### src/hdl/dring_pkg.sv
// shared constants and types for the double-ended ring queue
`default_nettype none
package dring_pkg;

	// storage geometry
	localparam int MAX_SLOTS = 64;
	localparam int ITEM_BITS = 32;
	localparam int IDX_BITS  = $clog2(MAX_SLOTS);
	localparam int SZ_BITS   = IDX_BITS + 1;

	// fixed field widths
	localparam int CMD_BITS = 2;
	localparam int CFG_BITS = 7;
	localparam int LEN_BITS = 6;

	// reset value of the ring size register
	localparam logic [CFG_BITS-1:0] RING_SIZE_RST = CFG_BITS'(16);

	// command codes
	localparam logic [CMD_BITS-1:0] CMD_PUSH_BACK  = 2'd0;
	localparam logic [CMD_BITS-1:0] CMD_PUSH_FRONT = 2'd1;
	localparam logic [CMD_BITS-1:0] CMD_POP        = 2'd2;

	// result of one command as it leaves the control stage
	typedef struct packed {
		logic                 accepted;
		logic [ITEM_BITS-1:0] popped_value;
		logic                 from_fast_slot;
		logic [LEN_BITS-1:0]  ring_length;
		logic                 fast_full;
		logic                 use_mem;
	} dring_res_t;

endpackage
`default_nettype wire

### src/hdl/dring_if.sv
// channel interfaces: command beats, result beats and ring size writes
`default_nettype none
interface dring_req_if import dring_pkg::*; ();
	logic                 valid;
	logic                 ready;
	logic [CMD_BITS-1:0]  cmd;
	logic [ITEM_BITS-1:0] item_value;

	modport source (output valid, output cmd, output item_value, input ready);
	modport sink (input valid, input cmd, input item_value, output ready);
endinterface

interface dring_rsp_if import dring_pkg::*; ();
	logic                 valid;
	logic                 ready;
	logic                 accepted;
	logic [ITEM_BITS-1:0] popped_value;
	logic                 from_fast_slot;
	logic [LEN_BITS-1:0]  ring_length;
	logic                 fast_full;

	modport source (output valid, output accepted, output popped_value,
		output from_fast_slot, output ring_length, output fast_full, input ready);
	modport sink (input valid, input accepted, input popped_value,
		input from_fast_slot, input ring_length, input fast_full, output ready);
endinterface

interface dring_cfg_if import dring_pkg::*; ();
	logic                valid;
	logic                ready;
	logic [CFG_BITS-1:0] data;

	modport source (output valid, output data, input ready);
	modport sink (input valid, input data, output ready);
endinterface
`default_nettype wire

### src/hdl/double_ended_ring_queue_fast_slot.sv
// top level of the double-ended work queue with fast slot
//
// req carries one command per beat: push at back, push at front or pop,
// with the item handle. rsp returns exactly one result beat per command, in
// order: accepted, popped value, fast slot use, ring length and fast slot
// occupancy after the command. cfg writes the ring size; a write empties the
// ring and keeps the fast slot. The user issues it only while the queue is
// idle; the block itself does not enforce this. Each result passes the read
// stage and the output register before it is on rsp. The queue takes one
// command per cycle while req.ready is high; ring writes finish at the edge
// that takes the command, so a later read of the same slot sees the new data.
// Reset clears pointers, the fast slot and all beats in flight, and sets the
// ring size to 16; the ring memory itself is not cleared and needs no pass.
// When rsp stalls, one result waits in the output register and one in the
// read stage; req.ready drops only when both are full.
`default_nettype none
module double_ended_ring_queue_fast_slot import dring_pkg::*; (
	input wire logic clk,
	input wire logic arst_n,
	dring_req_if.sink   req,
	dring_rsp_if.source rsp,
	dring_cfg_if.sink   cfg
);

	logic                 stage_ready;
	logic                 res_valid;
	dring_res_t           res;
	logic                 mem_we;
	logic [IDX_BITS-1:0]  mem_waddr;
	logic [ITEM_BITS-1:0] mem_wdata;
	logic                 mem_re;
	logic [IDX_BITS-1:0]  mem_raddr;
	logic [ITEM_BITS-1:0] mem_rdata;

	// command control
	dring_ctrl u_ctrl (
		.clk         (clk),
		.arst_n      (arst_n),
		.req         (req),
		.cfg         (cfg),
		.stage_ready (stage_ready),
		.res_valid   (res_valid),
		.res         (res),
		.mem_we      (mem_we),
		.mem_waddr   (mem_waddr),
		.mem_wdata   (mem_wdata),
		.mem_re      (mem_re),
		.mem_raddr   (mem_raddr)
	);

	// ring storage
	dring_ram #(
		.DEPTH (MAX_SLOTS),
		.WIDTH (ITEM_BITS)
	) u_ram (
		.clk   (clk),
		.we    (mem_we),
		.waddr (mem_waddr),
		.wdata (mem_wdata),
		.re    (mem_re),
		.raddr (mem_raddr),
		.rdata (mem_rdata)
	);

	// result path
	dring_resp u_resp (
		.clk         (clk),
		.arst_n      (arst_n),
		.res_valid   (res_valid),
		.res         (res),
		.mem_rdata   (mem_rdata),
		.stage_ready (stage_ready),
		.rsp         (rsp)
	);

endmodule
`default_nettype wire

### src/hdl/dring_ram.sv
// simple dual-port ram, one write and one registered read port
`default_nettype none
module dring_ram #(
	parameter int DEPTH = 64,
	parameter int WIDTH = 32
) (
	input  wire logic                     clk,
	input  wire logic                     we,
	input  wire logic [$clog2(DEPTH)-1:0] waddr,
	input  wire logic [WIDTH-1:0]         wdata,
	input  wire logic                     re,
	input  wire logic [$clog2(DEPTH)-1:0] raddr,
	output logic      [WIDTH-1:0]         rdata
);

	logic [WIDTH-1:0] mem [DEPTH];

	// write port
	always_ff @(posedge clk) begin
		if (we) begin
			mem[waddr] <= wdata;
		end
	end

	// read port, data holds until the next read
	always_ff @(posedge clk) begin
		if (re) begin
			rdata <= mem[raddr];
		end
	end

endmodule
`default_nettype wire

### src/hdl/dring_ctrl.sv
// pointer, fast slot and ring size control, issues ring reads and writes
`default_nettype none
module dring_ctrl import dring_pkg::*; (
	input  wire logic                 clk,
	input  wire logic                 arst_n,
	dring_req_if.sink                 req,
	dring_cfg_if.sink                 cfg,
	input  wire logic                 stage_ready,
	output logic                      res_valid,
	output dring_res_t                res,
	output logic                      mem_we,
	output logic      [IDX_BITS-1:0]  mem_waddr,
	output logic      [ITEM_BITS-1:0] mem_wdata,
	output logic                      mem_re,
	output logic      [IDX_BITS-1:0]  mem_raddr
);

	logic [CFG_BITS-1:0]  ring_size_q;
	logic [IDX_BITS-1:0]  head_q;
	logic [IDX_BITS-1:0]  tail_q;
	logic [ITEM_BITS-1:0] fast_entry_q;
	logic                 fast_valid_q;

	logic [SZ_BITS-1:0]   sz;
	logic [IDX_BITS-1:0]  hi;
	logic [IDX_BITS-1:0]  ti;
	logic [SZ_BITS-1:0]   len_cur;
	logic [SZ_BITS-1:0]   len_new;
	logic [IDX_BITS-1:0]  head_nxt;
	logic [IDX_BITS-1:0]  tail_nxt;
	logic [IDX_BITS-1:0]  head_inc;
	logic [IDX_BITS-1:0]  tail_inc;
	logic [IDX_BITS-1:0]  tail_dec;
	logic                 fast_valid_nxt;
	logic [ITEM_BITS-1:0] fast_entry_nxt;
	logic                 beat;

	assign req.ready = stage_ready;
	assign cfg.ready = 1'b1;
	assign beat      = req.valid && stage_ready;
	assign res_valid = beat;

	// ring size in use, clamped to the legal range
	always_comb begin
		if (ring_size_q < CFG_BITS'(2)) begin
			sz = SZ_BITS'(2);
		end else if (32'(ring_size_q) > MAX_SLOTS) begin
			sz = SZ_BITS'(MAX_SLOTS);
		end else begin
			sz = SZ_BITS'(ring_size_q);
		end
	end

	// pointers folded back into range
	assign hi = ({1'b0, head_q} >= sz) ? '0 : head_q;
	assign ti = ({1'b0, tail_q} >= sz) ? '0 : tail_q;

	// wrapped neighbors of the pointers
	assign head_inc = ({1'b0, hi} + SZ_BITS'(1) >= sz) ? '0 : hi + IDX_BITS'(1);
	assign tail_inc = ({1'b0, ti} + SZ_BITS'(1) >= sz) ? '0 : ti + IDX_BITS'(1);
	assign tail_dec = (ti == '0) ? IDX_BITS'(sz - SZ_BITS'(1)) : ti - IDX_BITS'(1);

	// occupied ring entries before the command
	assign len_cur = (hi < ti) ? {1'b0, hi} + sz - {1'b0, ti} : {1'b0, hi} - {1'b0, ti};

	// command decode and next state
	always_comb begin
		head_nxt          = hi;
		tail_nxt          = ti;
		fast_valid_nxt    = fast_valid_q;
		fast_entry_nxt    = fast_entry_q;
		mem_we            = 1'b0;
		mem_waddr         = hi;
		mem_wdata         = req.item_value;
		mem_re            = 1'b0;
		mem_raddr         = ti;
		res.accepted       = 1'b0;
		res.popped_value   = '0;
		res.from_fast_slot = 1'b0;
		res.use_mem        = 1'b0;
		unique case (req.cmd) inside
			CMD_PUSH_BACK, CMD_PUSH_FRONT: begin
				if (!fast_valid_q) begin
					fast_valid_nxt     = 1'b1;
					fast_entry_nxt     = req.item_value;
					res.accepted       = 1'b1;
					res.from_fast_slot = 1'b1;
				end else if (len_cur < sz - SZ_BITS'(1)) begin
					res.accepted = 1'b1;
					mem_we       = beat;
					if (req.cmd == CMD_PUSH_BACK) begin
						mem_waddr = hi;
						head_nxt  = head_inc;
					end else begin
						mem_waddr = tail_dec;
						tail_nxt  = tail_dec;
					end
				end
			end
			CMD_POP: begin
				if (fast_valid_q) begin
					res.popped_value   = fast_entry_q;
					res.accepted       = 1'b1;
					res.from_fast_slot = 1'b1;
					fast_valid_nxt     = 1'b0;
					fast_entry_nxt     = '0;
				end else if (hi != ti) begin
					mem_re       = beat;
					tail_nxt     = tail_inc;
					res.accepted = 1'b1;
					res.use_mem  = 1'b1;
				end
			end
			default: begin
			end
		endcase
		res.fast_full = fast_valid_nxt;
		res.ring_length = LEN_BITS'(len_new);
	end

	// occupied ring entries after the command
	assign len_new = (head_nxt < tail_nxt) ?
		{1'b0, head_nxt} + sz - {1'b0, tail_nxt} : {1'b0, head_nxt} - {1'b0, tail_nxt};

	// state registers
	always_ff @(posedge clk or negedge arst_n) begin
		if (!arst_n) begin
			ring_size_q  <= RING_SIZE_RST;
			head_q       <= '0;
			tail_q       <= '0;
			fast_entry_q <= '0;
			fast_valid_q <= 1'b0;
		end else if (cfg.valid) begin
			ring_size_q <= cfg.data;
			head_q      <= '0;
			tail_q      <= '0;
		end else if (beat) begin
			head_q       <= head_nxt;
			tail_q       <= tail_nxt;
			fast_entry_q <= fast_entry_nxt;
			fast_valid_q <= fast_valid_nxt;
		end
	end

endmodule
`default_nettype wire

### src/hdl/dring_resp.sv
// read-data stage and output register for result beats
`default_nettype none
module dring_resp import dring_pkg::*; (
	input  wire logic                 clk,
	input  wire logic                 arst_n,
	input  wire logic                 res_valid,
	input  wire dring_res_t           res,
	input  wire logic [ITEM_BITS-1:0] mem_rdata,
	output logic                      stage_ready,
	dring_rsp_if.source               rsp
);

	logic       valid_s1;
	dring_res_t res_s1;
	logic       out_valid_q;
	logic       advance;

	assign advance     = valid_s1 && (!out_valid_q || rsp.ready);
	assign stage_ready = !valid_s1 || advance;
	assign rsp.valid   = out_valid_q;

	// stage waiting for the ring read data
	always_ff @(posedge clk or negedge arst_n) begin
		if (!arst_n) begin
			valid_s1 <= 1'b0;
		end else if (stage_ready) begin
			valid_s1 <= res_valid;
		end
	end

	always_ff @(posedge clk) begin
		if (stage_ready && res_valid) begin
			res_s1 <= res;
		end
	end

	// output register valid
	always_ff @(posedge clk or negedge arst_n) begin
		if (!arst_n) begin
			out_valid_q <= 1'b0;
		end else if (advance) begin
			out_valid_q <= 1'b1;
		end else if (rsp.ready) begin
			out_valid_q <= 1'b0;
		end
	end

	// output register payload, ring data merged in here
	always_ff @(posedge clk) begin
		if (advance) begin
			rsp.accepted       <= res_s1.accepted;
			rsp.popped_value   <= res_s1.use_mem ? mem_rdata : res_s1.popped_value;
			rsp.from_fast_slot <= res_s1.from_fast_slot;
			rsp.ring_length    <= res_s1.ring_length;
			rsp.fast_full      <= res_s1.fast_full;
		end
	end

endmodule
`default_nettype wire

### src/flat_wrapper.sv
// flat-port wrapper written by rule: the top's interface ports become plain ports
module double_ended_ring_queue_fast_slot_flat import dring_pkg::*;
  (clk, arst_n, req_valid, req_cmd, req_item_value, req_ready, rsp_valid, rsp_accepted, rsp_popped_value, rsp_from_fast_slot, rsp_ring_length, rsp_fast_full, rsp_ready, cfg_valid, cfg_data, cfg_ready);
  dring_req_if req_i ();
  dring_rsp_if rsp_i ();
  dring_cfg_if cfg_i ();
  input wire logic clk;
  input wire logic arst_n;
  input wire logic [$bits(req_i.valid)-1:0] req_valid;
  input wire logic [$bits(req_i.cmd)-1:0] req_cmd;
  input wire logic [$bits(req_i.item_value)-1:0] req_item_value;
  output wire logic [$bits(req_i.ready)-1:0] req_ready;
  output wire logic [$bits(rsp_i.valid)-1:0] rsp_valid;
  output wire logic [$bits(rsp_i.accepted)-1:0] rsp_accepted;
  output wire logic [$bits(rsp_i.popped_value)-1:0] rsp_popped_value;
  output wire logic [$bits(rsp_i.from_fast_slot)-1:0] rsp_from_fast_slot;
  output wire logic [$bits(rsp_i.ring_length)-1:0] rsp_ring_length;
  output wire logic [$bits(rsp_i.fast_full)-1:0] rsp_fast_full;
  input wire logic [$bits(rsp_i.ready)-1:0] rsp_ready;
  input wire logic [$bits(cfg_i.valid)-1:0] cfg_valid;
  input wire logic [$bits(cfg_i.data)-1:0] cfg_data;
  output wire logic [$bits(cfg_i.ready)-1:0] cfg_ready;
  assign req_i.valid = req_valid;
  assign req_i.cmd = req_cmd;
  assign req_i.item_value = req_item_value;
  assign req_ready = req_i.ready;
  assign rsp_valid = rsp_i.valid;
  assign rsp_accepted = rsp_i.accepted;
  assign rsp_popped_value = rsp_i.popped_value;
  assign rsp_from_fast_slot = rsp_i.from_fast_slot;
  assign rsp_ring_length = rsp_i.ring_length;
  assign rsp_fast_full = rsp_i.fast_full;
  assign rsp_i.ready = rsp_ready;
  assign cfg_i.valid = cfg_valid;
  assign cfg_i.data = cfg_data;
  assign cfg_ready = cfg_i.ready;
  double_ended_ring_queue_fast_slot u_core (.clk(clk), .arst_n(arst_n), .req(req_i), .rsp(rsp_i), .cfg(cfg_i));
endmodule
### config.mk
export PLATFORM = sky130hd
export DESIGN_NAME = double_ended_ring_queue_fast_slot_flat
export DESIGN_NICKNAME = d
export VERILOG_FILES = /design/src/hdl/dring_pkg.sv /design/src/hdl/dring_if.sv /design/src/hdl/double_ended_ring_queue_fast_slot.sv /design/src/hdl/dring_ram.sv /design/src/hdl/dring_ctrl.sv /design/src/hdl/dring_resp.sv /design/src/flat_wrapper.sv
export SDC_FILE = /design/constraint.sdc
export NUM_CORES = 2
export LEC_CHECK = 0
export ABC_AREA = 1
export BUFFER_PORTS_ARGS = -buffer_cell sky130_fd_sc_hd__clkbuf_2
export CAP_MARGIN = 5
export CORE_AREA = 5 5 311 541
export CTS_CLUSTER_SIZE = 40
export DETAILED_ROUTE_END_ITERATION = 12
export DIE_AREA = 0 0 316 546
export PLACE_DENSITY = 0.73
export SYNTH_ARGS = -nofsm -noshare
export SYNTH_HDL_FRONTEND = slang
export SYNTH_SLANG_ARGS = --single-unit
export TNS_END_PERCENT = 5
### constraint.sdc
create_clock -name clk -period 7.92 [get_ports clk]
set_clock_uncertainty 0.1 [all_clocks]
set_input_delay 1.584 -clock clk [delete_from_list [all_inputs] [get_ports clk]]
set_output_delay 1.584 -clock clk [all_outputs]
set_load 0.05 [all_outputs]
==> out/metrics.cfg <==
[placement]
port_buffers=88
globalplace.congestion=0.9072
dp_hpwl_um=150100
pre_cts_ws_ns=-0.1260

[timing]
setup_slack_ns=0.3443
min_period_ns=7.576
setup_violations=0
tightest_slew_ns=1.108
grt_setup_unrepaired=true
hold_viol=0
slew_violations=0
finalCritPeriodShare_pct=95.65
fmax_mhz=132.0
maxSlewHeadroom_pct=26.14

[grt]
grt_max_degree=192
antenna_found_initial=11
grt_pass1_wl_um=377800
gr-total-overflow=0
grt_usage_pct=29.28
grt_pass1_vias=59278

[synthesis]
synth_top_area_share_pct=72.83
yosysTopAreaCell=edfxtp_1
synth-main-ff-cell=edfxtp_1
netlist_area_um2=89180
synth_seq_area_share_pct=74.35
async_flop_share_pct=2.436
syn_avg_cell_area_um2=12.85
synthCells=6939
yosys_warnings=0
synth-seq-cells=2217
synth_area_leaders=edfxtp_1 (73%), nor2_1 (5.5%), o21ai_0 (5.4%), nand2_1 (2.4%), o22ai_1 (2.0%)
synth_edf_count=2163
yosysMostFrequentCell=edfxtp_1
synth_nets=7058
synthTopCellsByCount=edfxtp_1 (2163), nor2_1 (1308), o21ai_0 (967)
synth_cell_types=54

[floorplanning]
dieArea_um2=172500
core_area_um2=163100
rows=196
die_w_um=316
initial_core_util_pct=54.68
num_io_pins=90
die_h_um=546

[routing]
postRouteAntennaNets=0
first_iter_violations=8401
wl_met2_um=131700
wirelength_um=259300
routed_via_density=6.342
vias=59968
wl_met3_um=24380
wl_met1_um=86880
drc=0
wire_per_inst_um=27.42
highest_layer=met5
drtPass1Iterations=6

[hold_path]
hold_class=flop to flop

[setup_path]
critical-path-slowest-cell=fa_1
cp.arrival_ns=8.02
cp_slowest_stage_delay_ns=0.56
end_kind=flop
crit_fanout=7
cp.required_ns=8.37
start_kind=flop
crit_type=flop to flop

[clocking]
clock-root-buffer=clkbuf_16
clock_path_buffers=4
cts_hold_buffers=0
cts_tree=done
cts_max_level=4
cts_buffers=186
cts.sinks=2217
path_clk_slew_ns=0.07
clock_latency_ns=0.83

[finish]
fillers=11771
final_util_pct=62.12
drive_gt1_share_pct=12.64
synthToLayoutAreaGrowth_pct=13.59
nNetsFinal=7256

[pwr]
power.leakage_nw=33.95
ir_worst_vdd_mv=0.1849
power_density_nw_per_um2=260.6

[outcome]
status=finished clean

[run]
cap_violations=0

[stage by stage]
stage / hold slack (ns) / cell area [um2] / cells / total power, mW / setup TNS (ns)
after floorplan: 0.3003 / 89180 / 6939 / 15.81 / 0
after global placement: 0.3074 / 95330 / 9119 / 17.68 / -0.2930
after detailed placement: 0.3081 / 95330 / 9119 / 17.76 / -0.5737
after CTS: 0.3235 / 100900 / 9443 / 26.22 / 0
after global routing: 0.3457 / 101300 / 9452 / 27.25 / -0.2834
final: 0.3241 / 101300 / 9455 / 26.40 / 0
[kinds of logic (layout without fill, tap and decap cells)]
group,Yosys count,after routing,synth area share [%]
buffers and inverters,627,961,2.833
AND/OR/NAND/NOR,2169,2169,9.662
multiplexers,33,33,0.4153
other,1,5,0.004205
AO/OA/AOI/OAI,1798,1798,11.40
adder cells (fa/ha/maj),73,73,1.134
flip-flops,2217,2217,74.35
XOR/XNOR,21,21,0.2062
[where the power goes]
group	leakage, nW	total, mW	switching, mW	internal (mW)
clock	2.69	8.65	4.03	4.62
combinational	11.1	4.62	3.33	1.28
sequential	20.2	13.1	0.0506	13.1
total	33.9	26.4	7.41	19.0
[worst max-delay path: cells and delay by family (launching register included)]
family	cells	cell delay, ns
AO/OA/AOI/OAI	12	1.67
XOR/XNOR	1	0.17
adder cells (fa/ha/maj)	6	1.95
buffers and inverters	14	1.28
flip-flops	1	0.54
AND/OR/NAND/NOR	17	1.60
[flip-flops by register name, summed over array words and instances, names as in the netlist]
signal                            flops
u_core.u_resp.rsp.from_fast_slot      1
u_core.u_ctrl.ring_size_q             7
u_core.u_ctrl.fast_valid_q            1
u_core.u_resp.valid_s1                1
u_core.u_resp.rsp.popped_value       32
u_core.u_resp.rsp.ring_length         6
u_core.u_resp.rsp.valid               1
u_core.u_ctrl.head_q                  6
u_core.u_ram.mem                   2048
u_core.u_resp.res_s1                 42
u_core.u_ram.rdata                   32
u_core.u_ctrl.fast_entry_q           32
u_core.u_resp.rsp.fast_full           1
u_core.u_ctrl.tail_q                  6
u_core.u_resp.rsp.accepted            1
[cell usage in the layout, fill, tap and decap left out, types with 10 or more instances in the layout]
master and count:
edfxtp_1 2163, nor2_1 1228, o21ai_0 961, nand2_1 574, o22ai_1 287, buf_4 233
a21oi_1 220, nand3_1 193, clkbuf_16 187, inv_1 157, buf_12 126, clkbuf_2 88
nor2_4 83, o221ai_1 73, o211ai_1 72, o21ai_1 59, dfrtp_1 51, ha_1 50
clkbuf_1 45, clkinv_1 41, o31ai_1 32, mux2_2 32, clkinv_2 27, o32ai_1 26
inv_2 23, nor3_1 21, nand4_1 14, xor2_1 14, nand2_2 13, or2_2 13
fa_1 11, nor2_2 10
[final cells by class]
type	count	area [um2]	area share, %
sequential	2217	66310	65.46
multi-input combinational	4095	21240	20.96
clock buffer	234	4876	4.813
timing repair buffer	453	4780	4.718
tap	2178	2725	2.690
inverter	184	701.9	0.6929
clock inverter	90	661.9	0.6534
antenna	4	10.01	0.009881
[path summary, 6_finish.rpt]
kind	startpoint	slack (ns)	end	cells past startpoint
max	u_core.u_ctrl.ring_size_q[4]	0.34	u_core.u_resp.res_s1[7]	50
min	u_core.u_resp.res_s1[41]	0.32	u_core.u_resp.rsp.accepted	0
max reg2reg	u_core.u_ctrl.ring_size_q[4]	0.34	u_core.u_resp.res_s1[7]	50
min reg2reg	u_core.u_resp.res_s1[41]	0.32	u_core.u_resp.rsp.accepted	0
max in group asynchronous	arst_n	6.29	u_core.u_ctrl.tail_q[0]	2
min in group asynchronous	arst_n	0.82	u_core.u_ctrl.ring_size_q[0]	2
[per-layer routing]
| metal | global-route usage (%) | vias up |
|---|---|---|
| met1 | 35.33 | 29453 |
| li1 | - | 25799 |
| met2 | 50.77 | 3865 |
| met5 | 0 | - |
| met4 | 15.78 | 2 |
| met3 | 4.303 | 849 |
[what timing repair did]
action | in CTS | in global routing
setup endpoints to repair | 6 | 6
resized for setup | 8 | 84
pin swaps | 1 | 35
buffers inserted | 0 | 8
Power figures use the tool's default switching activity.
